### src/hdl/sllf_pkg.sv
// Shared widths, register map, reset values and controller/datapath types.
package sllf_pkg;

	localparam int NUM_FANS_DEF  = 8;
	localparam int GAIN_FRAC_DEF = 12;

	localparam int CH_W      = 3;
	localparam int RAW_W     = 16;
	localparam int TIME_W    = 32;
	localparam int RPM_W     = 24;
	localparam int SCALE_W   = 8;
	localparam int REG_W     = 16;
	localparam int DELTA_W   = RPM_W + 1;
	localparam int STEP_W    = RPM_W + 2;
	localparam int LIM_X_W   = TIME_W + 2;
	localparam int MS_PER_S  = 1000;
	localparam int ADDR_W    = 5;
	localparam int DATA_W    = 32;

	// floor(x / 1000) = (x * LIM_RECIP) >> LIM_SHIFT, exact for any 32-bit x
	localparam int                     LIM_RECIP_W = 29;
	localparam logic [LIM_RECIP_W-1:0] LIM_RECIP   = 29'd274877907;
	localparam int                     LIM_SHIFT   = 38;
	localparam int                     LIM_PROD_W  = TIME_W + LIM_RECIP_W;

	localparam logic [SCALE_W-1:0] SCALE_RST = 8'd100;
	localparam logic [REG_W-1:0]   LAG_RST   = 16'd1000;
	localparam logic [REG_W-1:0]   SLEW_RST  = 16'd1500;
	localparam logic [REG_W-1:0]   RGAP_RST  = 16'd5000;
	localparam logic [REG_W-1:0]   MGAP_RST  = 16'd100;
	localparam logic [REG_W-1:0]   FLOOR_RST = 16'd50;

	typedef enum logic [2:0] {
		REG_SCALE,
		REG_LAG,
		REG_SLEW,
		REG_RGAP,
		REG_MGAP,
		REG_FLOOR
	} reg_idx_t;

	typedef struct packed {
		logic [SCALE_W-1:0] scale;
		logic [REG_W-1:0]   lag;
		logic [REG_W-1:0]   slew;
		logic [REG_W-1:0]   rgap;
		logic [REG_W-1:0]   mgap;
		logic [REG_W-1:0]   floor_rpm;
	} cfg_t;

	typedef struct packed {
		logic in_ready;
		logic load;
		logic eval;
		logic div_start;
		logic mul;
		logic commit;
	} cmd_t;

	typedef struct packed {
		logic in_valid;
		logic filt;
		logic div_busy;
		logic out_free;
	} stat_t;

endpackage

### src/hdl/sllf_ifs.sv
// Valid/ready channel interfaces for reading words and result words.
interface sllf_in_if;
	logic                       valid;
	logic                       ready;
	logic [sllf_pkg::CH_W-1:0]   channel;
	logic [sllf_pkg::RAW_W-1:0]  raw_reading;
	logic [sllf_pkg::TIME_W-1:0] now_ms;

	modport source (output valid, output channel, output raw_reading, output now_ms,
		input ready);
	modport sink (input valid, input channel, input raw_reading, input now_ms,
		output ready);
endinterface

interface sllf_out_if;
	logic                      valid;
	logic                      ready;
	logic [sllf_pkg::RPM_W-1:0] filtered_rpm;

	modport source (output valid, output filtered_rpm, input ready);
	modport sink (input valid, input filtered_rpm, output ready);
endinterface

### src/hdl/sllf_cfg.sv
// APB register file holding the filter configuration.
module sllf_cfg (
	input  logic                          clk,
	input  logic                          arst_n,
	input  logic                          psel,
	input  logic                          penable,
	input  logic                          pwrite,
	input  logic [sllf_pkg::ADDR_W-1:0]   paddr,
	input  logic [sllf_pkg::DATA_W-1:0]   pwdata,
	output logic [sllf_pkg::DATA_W-1:0]   prdata,
	output logic                          pready,
	output sllf_pkg::cfg_t                cfg
);
	import sllf_pkg::*;

	cfg_t     cfg_q;
	reg_idx_t idx;
	logic     wr;

	assign idx    = reg_idx_t'(paddr[ADDR_W-1:2]);
	assign wr     = psel & penable & pwrite;
	assign pready = 1'b1;
	assign cfg    = cfg_q;

	always_ff @(posedge clk or negedge arst_n) begin
		if (!arst_n) begin
			cfg_q.scale     <= SCALE_RST;
			cfg_q.lag       <= LAG_RST;
			cfg_q.slew      <= SLEW_RST;
			cfg_q.rgap      <= RGAP_RST;
			cfg_q.mgap      <= MGAP_RST;
			cfg_q.floor_rpm <= FLOOR_RST;
		end else if (wr) begin
			unique case (idx)
				REG_SCALE: cfg_q.scale     <= pwdata[SCALE_W-1:0];
				REG_LAG:   cfg_q.lag       <= pwdata[REG_W-1:0];
				REG_SLEW:  cfg_q.slew      <= pwdata[REG_W-1:0];
				REG_RGAP:  cfg_q.rgap      <= pwdata[REG_W-1:0];
				REG_MGAP:  cfg_q.mgap      <= pwdata[REG_W-1:0];
				REG_FLOOR: cfg_q.floor_rpm <= pwdata[REG_W-1:0];
				default: ;
			endcase
		end
	end

	always_comb begin
		unique case (idx)
			REG_SCALE: prdata = DATA_W'(cfg_q.scale);
			REG_LAG:   prdata = DATA_W'(cfg_q.lag);
			REG_SLEW:  prdata = DATA_W'(cfg_q.slew);
			REG_RGAP:  prdata = DATA_W'(cfg_q.rgap);
			REG_MGAP:  prdata = DATA_W'(cfg_q.mgap);
			REG_FLOOR: prdata = DATA_W'(cfg_q.floor_rpm);
			default:   prdata = '0;
		endcase
	end

endmodule

### src/hdl/sllf_div.sv
// Restoring divider, one quotient bit per cycle.
module sllf_div #(
	parameter int NUM_W = 28,
	parameter int DEN_W = 17
) (
	input  logic             clk,
	input  logic             arst_n,
	input  logic             start,
	input  logic [NUM_W-1:0] num,
	input  logic [DEN_W-1:0] den,
	output logic             busy,
	output logic [NUM_W-1:0] quot
);
	import sllf_pkg::*;

	localparam int CNT_W = $clog2(NUM_W + 1);

	logic [CNT_W-1:0] cnt_q;
	logic             busy_q;
	logic [DEN_W-1:0] rem_q;
	logic [NUM_W-1:0] quo_q;
	logic [DEN_W:0]   trial;
	logic             ge;
	logic [DEN_W-1:0] rem_nx;

	assign trial  = {rem_q, quo_q[NUM_W-1]};
	assign ge     = trial >= {1'b0, den};
	assign rem_nx = ge ? DEN_W'(trial - {1'b0, den}) : trial[DEN_W-1:0];
	assign busy   = busy_q;
	assign quot   = quo_q;

	always_ff @(posedge clk or negedge arst_n) begin
		if (!arst_n) begin
			busy_q <= 1'b0;
			cnt_q  <= '0;
		end else if (start) begin
			busy_q <= 1'b1;
			cnt_q  <= CNT_W'(NUM_W);
		end else if (busy_q) begin
			cnt_q <= cnt_q - CNT_W'(1);
			if (cnt_q == CNT_W'(1)) begin
				busy_q <= 1'b0;
			end
		end
	end

	always_ff @(posedge clk) begin
		if (start) begin
			rem_q <= '0;
			quo_q <= num;
		end else if (busy_q) begin
			rem_q <= rem_nx;
			quo_q <= {quo_q[NUM_W-2:0], ge};
		end
	end

endmodule

### src/hdl/sllf_datapath.sv
// Per-fan state, target and gap evaluation, gain and slew arithmetic, output register.
module sllf_datapath #(
	parameter int NUM_FANS       = sllf_pkg::NUM_FANS_DEF,
	parameter int GAIN_FRAC_BITS = sllf_pkg::GAIN_FRAC_DEF
) (
	input  logic            clk,
	input  logic            arst_n,
	input  sllf_pkg::cfg_t  cfg,
	input  sllf_pkg::cmd_t  cmd,
	output sllf_pkg::stat_t st,
	sllf_in_if.sink         in_ch,
	sllf_out_if.source      out_ch
);
	import sllf_pkg::*;

	localparam int IDX_W   = (NUM_FANS > 1) ? $clog2(NUM_FANS) : 1;
	localparam int NUM_A_W = REG_W + GAIN_FRAC_BITS;
	localparam int DEN_A_W = REG_W + 1;
	localparam int ALPHA_W = GAIN_FRAC_BITS + 1;
	localparam int PROD_W  = DELTA_W + ALPHA_W + 1;

	typedef enum logic [2:0] {
		KIND_ZERO,
		KIND_JUMP,
		KIND_HOLD,
		KIND_TOUCH,
		KIND_FILT
	} kind_t;

	logic [RPM_W-1:0]  smooth_q [NUM_FANS];
	logic [TIME_W-1:0] last_q [NUM_FANS];
	logic [NUM_FANS-1:0] seen_q;

	logic [IDX_W-1:0]  ch_mod;
	logic [IDX_W-1:0]  ch_q;
	logic [RAW_W-1:0]  raw_q;
	logic [TIME_W-1:0] now_q;

	logic [RPM_W-1:0]  target_s1;
	logic [TIME_W-1:0] dt_s1;
	logic [RPM_W-1:0]  smooth_s1;
	logic              seen_s1;

	kind_t                      kind_c;
	kind_t                      kind_q;
	logic signed [DELTA_W-1:0]  delta_s2;
	logic [REG_W-1:0]           dt_s2;
	logic [DEN_A_W-1:0]         den_s2;
	logic [TIME_W-1:0]          slew_dt_s2;

	logic [NUM_A_W-1:0]         quo_a;
	logic                       busy_a;
	logic [ALPHA_W-1:0]         alpha;
	logic [LIM_PROD_W-1:0]      lim_prod;
	logic signed [PROD_W-1:0]   prod_s3;
	logic [TIME_W-1:0]          lim_s3;

	logic signed [PROD_W-1:0]   shifted;
	logic signed [STEP_W-1:0]   step_raw;
	logic signed [STEP_W-1:0]   step_nz;
	logic [TIME_W-1:0]          lim_val;
	logic signed [LIM_X_W-1:0]  step_x;
	logic signed [LIM_X_W-1:0]  lim_x;
	logic signed [LIM_X_W-1:0]  step_cl;
	logic [RPM_W-1:0]           new_val;
	logic [RPM_W-1:0]           res_val;

	logic              out_valid_q;
	logic [RPM_W-1:0]  out_data_q;
	logic              capture;

	assign capture      = cmd.in_ready & in_ch.valid;
	assign in_ch.ready  = cmd.in_ready;
	assign out_ch.valid = out_valid_q;
	assign out_ch.filtered_rpm = out_data_q;

	assign st.in_valid = in_ch.valid;
	assign st.filt     = (kind_c == KIND_FILT);
	assign st.div_busy = busy_a;
	assign st.out_free = ~out_valid_q | out_ch.ready;

	// fold out-of-range channel codes onto the fans
	always_comb begin
		ch_mod = '0;
		for (int v = 0; v < 2 ** CH_W; v++) begin
			if (in_ch.channel == CH_W'(v)) begin
				ch_mod = IDX_W'(v % NUM_FANS);
			end
		end
	end

	always_ff @(posedge clk) begin
		if (capture) begin
			ch_q  <= ch_mod;
			raw_q <= in_ch.raw_reading;
			now_q <= in_ch.now_ms;
		end
		if (cmd.load) begin
			target_s1 <= RPM_W'(raw_q * cfg.scale);
			dt_s1     <= now_q - last_q[ch_q];
			smooth_s1 <= smooth_q[ch_q];
			seen_s1   <= seen_q[ch_q];
		end
	end

	always_comb begin
		if (target_s1 < RPM_W'(cfg.floor_rpm)) begin
			kind_c = KIND_ZERO;
		end else if (!seen_s1 || dt_s1 > TIME_W'(cfg.rgap)) begin
			kind_c = KIND_JUMP;
		end else if (dt_s1 < TIME_W'(cfg.mgap)) begin
			kind_c = KIND_HOLD;
		end else if (target_s1 == smooth_s1) begin
			kind_c = KIND_TOUCH;
		end else begin
			kind_c = KIND_FILT;
		end
	end

	// in the filter case the gap never exceeds the reset interval, so 16 bits hold it
	always_ff @(posedge clk) begin
		if (cmd.eval) begin
			kind_q     <= kind_c;
			delta_s2   <= $signed({1'b0, target_s1}) - $signed({1'b0, smooth_s1});
			dt_s2      <= dt_s1[REG_W-1:0];
			den_s2     <= {1'b0, cfg.lag} + {1'b0, dt_s1[REG_W-1:0]};
			slew_dt_s2 <= cfg.slew * dt_s1[REG_W-1:0];
		end
	end

	sllf_div #(
		.NUM_W (NUM_A_W),
		.DEN_W (DEN_A_W)
	) u_div_gain (
		.clk    (clk),
		.arst_n (arst_n),
		.start  (cmd.div_start),
		.num    ({dt_s2, {GAIN_FRAC_BITS{1'b0}}}),
		.den    (den_s2),
		.busy   (busy_a),
		.quot   (quo_a)
	);

	assign alpha = (den_s2 == '0) ? {1'b1, {GAIN_FRAC_BITS{1'b0}}} : quo_a[ALPHA_W-1:0];

	// slew*dt/1000 by reciprocal multiply
	assign lim_prod = {{LIM_RECIP_W{1'b0}}, slew_dt_s2} * {{TIME_W{1'b0}}, LIM_RECIP};

	always_ff @(posedge clk) begin
		if (cmd.mul) begin
			prod_s3 <= delta_s2 * $signed({1'b0, alpha});
			lim_s3  <= TIME_W'(lim_prod[LIM_PROD_W-1:LIM_SHIFT]);
		end
	end

	// arithmetic shift floors; step magnitude never exceeds the delta
	always_comb begin
		shifted  = prod_s3 >>> GAIN_FRAC_BITS;
		step_raw = shifted[STEP_W-1:0];
		if (step_raw == '0) begin
			step_nz = delta_s2[DELTA_W-1] ? '1 : STEP_W'(1);
		end else begin
			step_nz = step_raw;
		end
		lim_val = (lim_s3 == '0) ? TIME_W'(1) : lim_s3;
		step_x  = {{(LIM_X_W - STEP_W){step_nz[STEP_W-1]}}, step_nz};
		lim_x   = $signed({2'b00, lim_val});
		if (step_x > lim_x) begin
			step_cl = lim_x;
		end else if (step_x < -lim_x) begin
			step_cl = -lim_x;
		end else begin
			step_cl = step_x;
		end
		new_val = smooth_s1 + step_cl[RPM_W-1:0];
	end

	always_comb begin
		case (kind_q)
			KIND_ZERO: res_val = '0;
			KIND_JUMP: res_val = target_s1;
			KIND_FILT: res_val = new_val;
			default:   res_val = smooth_s1;
		endcase
	end

	always_ff @(posedge clk or negedge arst_n) begin
		if (!arst_n) begin
			seen_q <= '0;
			for (int i = 0; i < NUM_FANS; i++) begin
				smooth_q[i] <= '0;
				last_q[i]   <= '0;
			end
		end else if (cmd.commit) begin
			case (kind_q)
				KIND_ZERO, KIND_JUMP: begin
					smooth_q[ch_q] <= res_val;
					last_q[ch_q]   <= now_q;
					seen_q[ch_q]   <= 1'b1;
				end
				KIND_TOUCH: last_q[ch_q] <= now_q;
				KIND_FILT: begin
					smooth_q[ch_q] <= res_val;
					last_q[ch_q]   <= now_q;
				end
				default: ;
			endcase
		end
	end

	always_ff @(posedge clk or negedge arst_n) begin
		if (!arst_n) begin
			out_valid_q <= 1'b0;
		end else if (cmd.commit) begin
			out_valid_q <= 1'b1;
		end else if (out_ch.ready) begin
			out_valid_q <= 1'b0;
		end
	end

	always_ff @(posedge clk) begin
		if (cmd.commit) begin
			out_data_q <= res_val;
		end
	end

endmodule

### src/hdl/sllf_ctrl.sv
// Sequencer for one reading: load, evaluate, divide and multiply for a filtered reading, commit.
module sllf_ctrl (
	input  logic            clk,
	input  logic            arst_n,
	input  sllf_pkg::stat_t st,
	output sllf_pkg::cmd_t  cmd
);
	import sllf_pkg::*;

	typedef enum logic [2:0] {
		S_IDLE,
		S_LOAD,
		S_EVAL,
		S_START,
		S_DIV,
		S_MUL,
		S_COMMIT
	} state_t;

	state_t state_q;

	always_ff @(posedge clk or negedge arst_n) begin
		if (!arst_n) begin
			state_q <= S_IDLE;
		end else begin
			unique case (state_q)
				S_IDLE:   if (st.in_valid) state_q <= S_LOAD;
				S_LOAD:   state_q <= S_EVAL;
				S_EVAL:   state_q <= st.filt ? S_START : S_COMMIT;
				S_START:  state_q <= S_DIV;
				S_DIV:    if (!st.div_busy) state_q <= S_MUL;
				S_MUL:    state_q <= S_COMMIT;
				S_COMMIT: if (st.out_free) state_q <= S_IDLE;
				default:  state_q <= S_IDLE;
			endcase
		end
	end

	always_comb begin
		cmd.in_ready  = (state_q == S_IDLE);
		cmd.load      = (state_q == S_LOAD);
		cmd.eval      = (state_q == S_EVAL);
		cmd.div_start = (state_q == S_START);
		cmd.mul       = (state_q == S_MUL);
		cmd.commit    = (state_q == S_COMMIT) & st.out_free;
	end

endmodule

### src/hdl/slew_limited_lag_filter.sv
// Top level of the slew-limited first-order lag filter for fan tachometer channels.
//
// Takes one reading word (channel, raw tachometer value, millisecond timestamp) at a time
// and returns one word with the channel's filtered RPM. A reading that forces zero, jumps to
// the target, falls inside the minimum gap or already matches the target passes through the
// load, evaluate and commit states to the result register, and the next word is taken once
// the controller is back in idle. A reading that runs the lag filter also passes through
// start, divide and multiply states for the bit-serial gain divide of (dt << GAIN_FRAC_BITS)
// by (tau + dt); the slew limit slew*dt/1000 comes from a reciprocal multiply. A finished
// result waits in the output register while the next reading is accepted. Registers sit at
// byte addresses 4*i and should be written only while the block is idle.
module slew_limited_lag_filter #(
	parameter int NUM_FANS       = sllf_pkg::NUM_FANS_DEF,
	parameter int GAIN_FRAC_BITS = sllf_pkg::GAIN_FRAC_DEF
) (
	input  logic                        clk,
	input  logic                        arst_n,
	input  logic                        psel,
	input  logic                        penable,
	input  logic                        pwrite,
	input  logic [sllf_pkg::ADDR_W-1:0] paddr,
	input  logic [sllf_pkg::DATA_W-1:0] pwdata,
	output logic [sllf_pkg::DATA_W-1:0] prdata,
	output logic                        pready,
	sllf_in_if.sink                     in_ch,
	sllf_out_if.source                  out_ch
);
	import sllf_pkg::*;

	cfg_t  cfg;
	cmd_t  cmd;
	stat_t st;

	sllf_cfg u_cfg (
		.clk     (clk),
		.arst_n  (arst_n),
		.psel    (psel),
		.penable (penable),
		.pwrite  (pwrite),
		.paddr   (paddr),
		.pwdata  (pwdata),
		.prdata  (prdata),
		.pready  (pready),
		.cfg     (cfg)
	);

	sllf_ctrl u_ctrl (
		.clk    (clk),
		.arst_n (arst_n),
		.st     (st),
		.cmd    (cmd)
	);

	sllf_datapath #(
		.NUM_FANS       (NUM_FANS),
		.GAIN_FRAC_BITS (GAIN_FRAC_BITS)
	) u_dp (
		.clk    (clk),
		.arst_n (arst_n),
		.cfg    (cfg),
		.cmd    (cmd),
		.st     (st),
		.in_ch  (in_ch),
		.out_ch (out_ch)
	);

endmodule
### src/flat_wrapper.sv
// flat-port wrapper written by rule: the top's interface ports become plain ports
module slew_limited_lag_filter_flat import sllf_pkg::*;
#(
	parameter int NUM_FANS       = sllf_pkg::NUM_FANS_DEF,
	parameter int GAIN_FRAC_BITS = sllf_pkg::GAIN_FRAC_DEF
)
  (clk, arst_n, psel, penable, pwrite, paddr, pwdata, prdata, pready, in_ch_valid, in_ch_channel, in_ch_raw_reading, in_ch_now_ms, in_ch_ready, out_ch_valid, out_ch_filtered_rpm, out_ch_ready);
  sllf_in_if in_ch_i ();
  sllf_out_if out_ch_i ();
  input  logic clk;
  input  logic arst_n;
  input  logic psel;
  input  logic penable;
  input  logic pwrite;
  input  logic [sllf_pkg::ADDR_W-1:0] paddr;
  input  logic [sllf_pkg::DATA_W-1:0] pwdata;
  output logic [sllf_pkg::DATA_W-1:0] prdata;
  output logic pready;
  input wire logic [$bits(in_ch_i.valid)-1:0] in_ch_valid;
  input wire logic [$bits(in_ch_i.channel)-1:0] in_ch_channel;
  input wire logic [$bits(in_ch_i.raw_reading)-1:0] in_ch_raw_reading;
  input wire logic [$bits(in_ch_i.now_ms)-1:0] in_ch_now_ms;
  output wire logic [$bits(in_ch_i.ready)-1:0] in_ch_ready;
  output wire logic [$bits(out_ch_i.valid)-1:0] out_ch_valid;
  output wire logic [$bits(out_ch_i.filtered_rpm)-1:0] out_ch_filtered_rpm;
  input wire logic [$bits(out_ch_i.ready)-1:0] out_ch_ready;
  assign in_ch_i.valid = in_ch_valid;
  assign in_ch_i.channel = in_ch_channel;
  assign in_ch_i.raw_reading = in_ch_raw_reading;
  assign in_ch_i.now_ms = in_ch_now_ms;
  assign in_ch_ready = in_ch_i.ready;
  assign out_ch_valid = out_ch_i.valid;
  assign out_ch_filtered_rpm = out_ch_i.filtered_rpm;
  assign out_ch_i.ready = out_ch_ready;
  slew_limited_lag_filter #(.NUM_FANS(NUM_FANS), .GAIN_FRAC_BITS(GAIN_FRAC_BITS)) u_core (.clk(clk), .arst_n(arst_n), .psel(psel), .penable(penable), .pwrite(pwrite), .paddr(paddr), .pwdata(pwdata), .prdata(prdata), .pready(pready), .in_ch(in_ch_i), .out_ch(out_ch_i));
endmodule
### config.mk
export PLATFORM = sky130hd
export DESIGN_NAME = slew_limited_lag_filter_flat
export DESIGN_NICKNAME = d
export VERILOG_FILES = /design/src/hdl/sllf_pkg.sv /design/src/hdl/sllf_ifs.sv /design/src/hdl/sllf_cfg.sv /design/src/hdl/sllf_div.sv /design/src/hdl/sllf_datapath.sv /design/src/hdl/sllf_ctrl.sv /design/src/hdl/slew_limited_lag_filter.sv /design/src/flat_wrapper.sv
export SDC_FILE = /design/constraint.sdc
export NUM_CORES = 2
export LEC_CHECK = 0
export ABC_AREA = 1
export BUFFER_PORTS_ARGS = -buffer_cell sky130_fd_sc_hd__clkbuf_2
export CORE_ASPECT_RATIO = 1.25
export CORE_MARGIN = 4
export CORE_UTILIZATION = 45
export CTS_BUF_LIST = sky130_fd_sc_hd__clkbuf_2 sky130_fd_sc_hd__clkbuf_4 sky130_fd_sc_hd__clkbuf_8
export CTS_CLUSTER_SIZE = 24
export DETAILED_ROUTE_END_ITERATION = 12
export PLACE_DENSITY = 0.67
export SYNTH_ARGS = -nofsm -noshare
export SYNTH_HDL_FRONTEND = slang
export SYNTH_HIERARCHICAL = 1
export SYNTH_SLANG_ARGS = --single-unit
export TNS_END_PERCENT = 30
### constraint.sdc
create_clock -name clk -period 8.5 [get_ports clk]
set_input_delay 1.275 -clock clk [delete_from_list [all_inputs] [get_ports clk]]
set_output_delay 1.275 -clock clk [all_outputs]
set_load 0.01 [all_outputs]
==> flow_summary.rst <==
.. list-table::
   :header-rows: 1

   * - Metric
     - Value
   * - Result of the run
     - completed
   * - Number of detailed-route iterations in the first pass
     - 9
   * - Most common cell after layout, fill and taps aside
     - nand2_1
   * - Setup TNS
     - 0 ps
   * - Post-CTS clock slew at the launch and capture registers of the worst setup and hold paths
     - 80 ps
   * - Utilization after layout
     - 0.488
   * - Critical path origin
     - u_core/u_dp/lim_s3[19]
   * - Total of warnings raised by yosys
     - 6
   * - Total count of hold-check failures in the final report
     - 0
   * - Hold buffer count at cts
     - 0
   * - Crit path max fanout
     - 17
   * - H-tree levels
     - 4
   * - Leading register cell type out of synthesis
     - dfrtp_1
   * - Relative area change from synthesis to final layout
     - 7.83%
   * - Global router's overall resource usage
     - 0.261
   * - Share of flip-flops with an asynchronous set or reset
     - 0.618
   * - Delay-heaviest family, CP
     - simple AND/OR/NAND/NOR gates
   * - Number of instances resized during post-cts repair
     - 0
   * - Buffer type at the clock tree root
     - clkbuf_8
   * - Worst hold-check path type
     - in2async
   * - Worst Setup End Kind
     - register
   * - Skew-Pair Late Insertion Delay
     - between 900 and 1000 ps
   * - Leading cell types in the layout, fill and taps excluded
     - nand2_1, inv_1, fa_1, ha_1, dfrtp_1
   * - Number of vias after detailed routing
     - 65,900
   * - Grt ovf
     - 0
   * - FF-to-FF Start
     - u_core/u_dp/lim_s3[19]
   * - Unrepaired setup endpoints after global routing
     - no
   * - Violation count after the first detailed-route iteration
     - 5,258
   * - Instance area at placement
     - 87,200 µm²
   * - Height of the die
     - about 500 µm
   * - Category of the worst setup path launch point
     - register
   * - Biggest cell delay along the critical path
     - 670 ps
   * - # fillers
     - 17,300
   * - Number of different library cells in the post-synthesis netlist
     - 73
   * - Required time of the worst setup path
     - 9110 ps
   * - Count of buffering cells on the critical path with inverters included
     - 3
   * - Sum of routed wire length over all layers
     - about 250,000 µm
   * - Clock sinks
     - about 900
   * - Count of cells along the worst register-to-register path
     - 39
   * - Number of flops mapped to enable cells by yosys
     - between 300 and 400
   * - Standard-cell row count
     - 177
   * - Chip Width
     - 395 µm
   * - Pin count of the biggest net entering global routing
     - between 100 and 150
   * - Input/output buffers
     - 118
   * - Clock tree from TritonCTS
     - done
   * - Worst-case setup margin in the final layout
     - ~830 ps
   * - Synth top area cells
     - fa_1, dfrtp_1, ha_1
   * - Net total in the final layout
     - 11,400
   * - Effective utilization at floorplan
     - 0.452
   * - Yosys reg bits
     - about 900
   * - Drt wl/cell
     - 20.9 µm
   * - Max Clock Skew
     - approximately 61 ps
   * - DR vias/cell
     - 5.43
   * - Worst max-slew margin expressed relative to the limit
     - 0.122
   * - Largest buffer count on any clock path
     - 3
   * - Class of the most critical setup path
     - reg2reg
   * - Minimum clock period after layout
     - 7670 ps
   * - Placed wire-length estimate after detailed placement
     - 194,000 µm
   * - CP most frequent cell
     - nand2_1
   * - Num CTS Buffers
     - 152
   * - Post-layout instance area
     - 90,600 µm²
   * - Number of max-cap violations
     - 0
   * - Fin. max-slew vios
     - 0
   * - Final setup vio count
     - 0
   * - Total standard cell area after synthesis
     - between 80,000 and 90,000 µm²
   * - Register-to-register setup slack
     - 830 ps
   * - Fmax
     - 130 MHz
   * - Worst Max-Slew Pin Slew
     - around 1300 ps
   * - Crit path max-delay cell type
     - o211ai_2
   * - Post-DRT Antenna Nets
     - 0
   * - Residual DRC
     - 0
   * - Depth of the critical timing path with buffers and inverters included
     - 39
   * - CP endpoint
     - u_core/u_dp/out_ch.filtered_rpm[10]
   * - Area of the die
     - 194,000 µm²
   * - Layout cell share with drive strength beyond 1
     - 0.0723
   * - Core Box Area
     - approximately 190,000 µm²
   * - Count of boundary I/O pins
     - about 150
   * - Number of global-route vias before repair
     - 69,200
   * - Portion of the post-synthesis area used by sequential elements
     - 0.286
   * - Placement Setup Slack
     - 858 ps
   * - Arrival time worst endpoint
     - 8280 ps
   * - Crit share post-route
     - 0.903
   * - Endpoint of the lowest-slack register-to-register path
     - u_core/u_dp/out_ch.filtered_rpm[10]
   * - Global-route wire length before repair
     - between 300,000 and 400,000 µm
   * - Post-Synthesis Mean Instance Area
     - 8.81 µm²
   * - Final weighted congestion in routability-driven placement
     - 0.972
   * - Postcts setup bufs
     - 0
   * - Area leader, netlist
     - fa_1
   * - Number of antenna violations at the first check in global routing
     - 5
   * - Yosys top cell area share
     - 0.209
   * - Cells after Synth
     - 9,534
[layout make-up]
class                   count  area [µm²]  share of cell area
multi-input cells        6358       51300               0.566
well taps                2416        3020              0.0334
clock buffers             217        2700              0.0298
clock inverters            61         733             0.00809
flip-flops and latches    897       24000               0.265
inverters                1983        7460              0.0823
repair buffers            216        1360              0.0150
diodes                      3        7.51           0.0000828
[how the worst min path moves through the flow]
stage,cells after the start,startpoint,to,slack [ps]
after global routing,1,arst_n,u_core/u_dp/last_q[122],380
after floorplan,2,u_core/u_dp/seen_q[0],u_core/u_dp/seen_q[0],430
after detailed placement,2,u_core/u_dp/seen_q[4],u_core/u_dp/seen_q[4],450
final,1,arst_n,u_core/u_dp/last_q[122],380
after global placement,2,u_core/u_dp/seen_q[4],u_core/u_dp/seen_q[4],440
after CTS,1,arst_n,u_core/u_dp/last_q[133],310
[Yosys cell counts (39+ instances only)]
cell type,n
buf_2,48
a31oi_1,45
a21oi_1,378
inv_1,1942
a22oi_1,43
dfrtp_1,527
xnor2_1,61
nand3_1,186
edfxtp_1,326
nor2_1,524
o21ai_0,385
nor3_1,40
o22ai_1,77
clkbuf_1,214
o21ai_1,82
a221oi_1,60
nand4_1,88
nand2_1,2064
mux2_1,73
mux2_2,55
ha_1,842
o2111ai_1,39
fa_1,877
xor2_1,132
[per-stage QoR]
stage | instances | hold slack (ps)
detailed placement | 11900 | 449
finish | 12200 | 382
global route | 12100 | 379
global placement | 11900 | 441
CTS | 12100 | 309
floorplan | 9566 | 427
[logic make-up after synthesis]
family,after synthesis,synth area share
simple gates,3024,0.147
xor+xnor,193,0.0201
buf+inv,2311,0.107
flops,897,0.286
compound gates,1259,0.0881
fa+ha+maj,1719,0.334
other cells,3,0.000134
mux,128,0.0172
[routing by layer]
| metal | part of all wire | track usage | wire length (µm) | up-vias |
|---|---|---|---|---|
| met1 | 0.39 | 0.322 | 100000 | 32500 |
| met5 | 0 | 0 | 0 | - |
| met3 | 0.069 | 0.0399 | 17400 | 681 |
| li1 | - | - | - | 30300 |
| met4 | 0.056 | 0.127 | 14200 | 0 |
| met2 | 0.48 | 0.449 | 122000 | 2531 |
[worst register-to-register path: cells and delay by family (launching register included)]
kind	cells	cell delay [ps]
buffers and inverters	3	480
adders and majority gates	3	870
DFF	1	480
and+or+nand+nor	24	3040
xor gates and xnor gates	2	310
AOI/OAI and AO/OA	7	2190
[sequential cells by signal, indices dropped and copies added (netlist names), 26 cells and up]
name,count
u_core/u_dp/now_q,32
u_core/u_dp/smooth_q,192
u_core/u_dp/slew_dt_s2,32
u_core/u_cfg/cfg,88
u_core/u_dp/last_q,256
u_core/u_dp/dt_s1,32
u_core/u_dp/prod_s3,26
u_core/u_dp/u_div_gain/quot,28
Power is left out: the tool's default activity adds up to more than one toggle a clock period on the data nets, which glitch-free logic cannot reach.
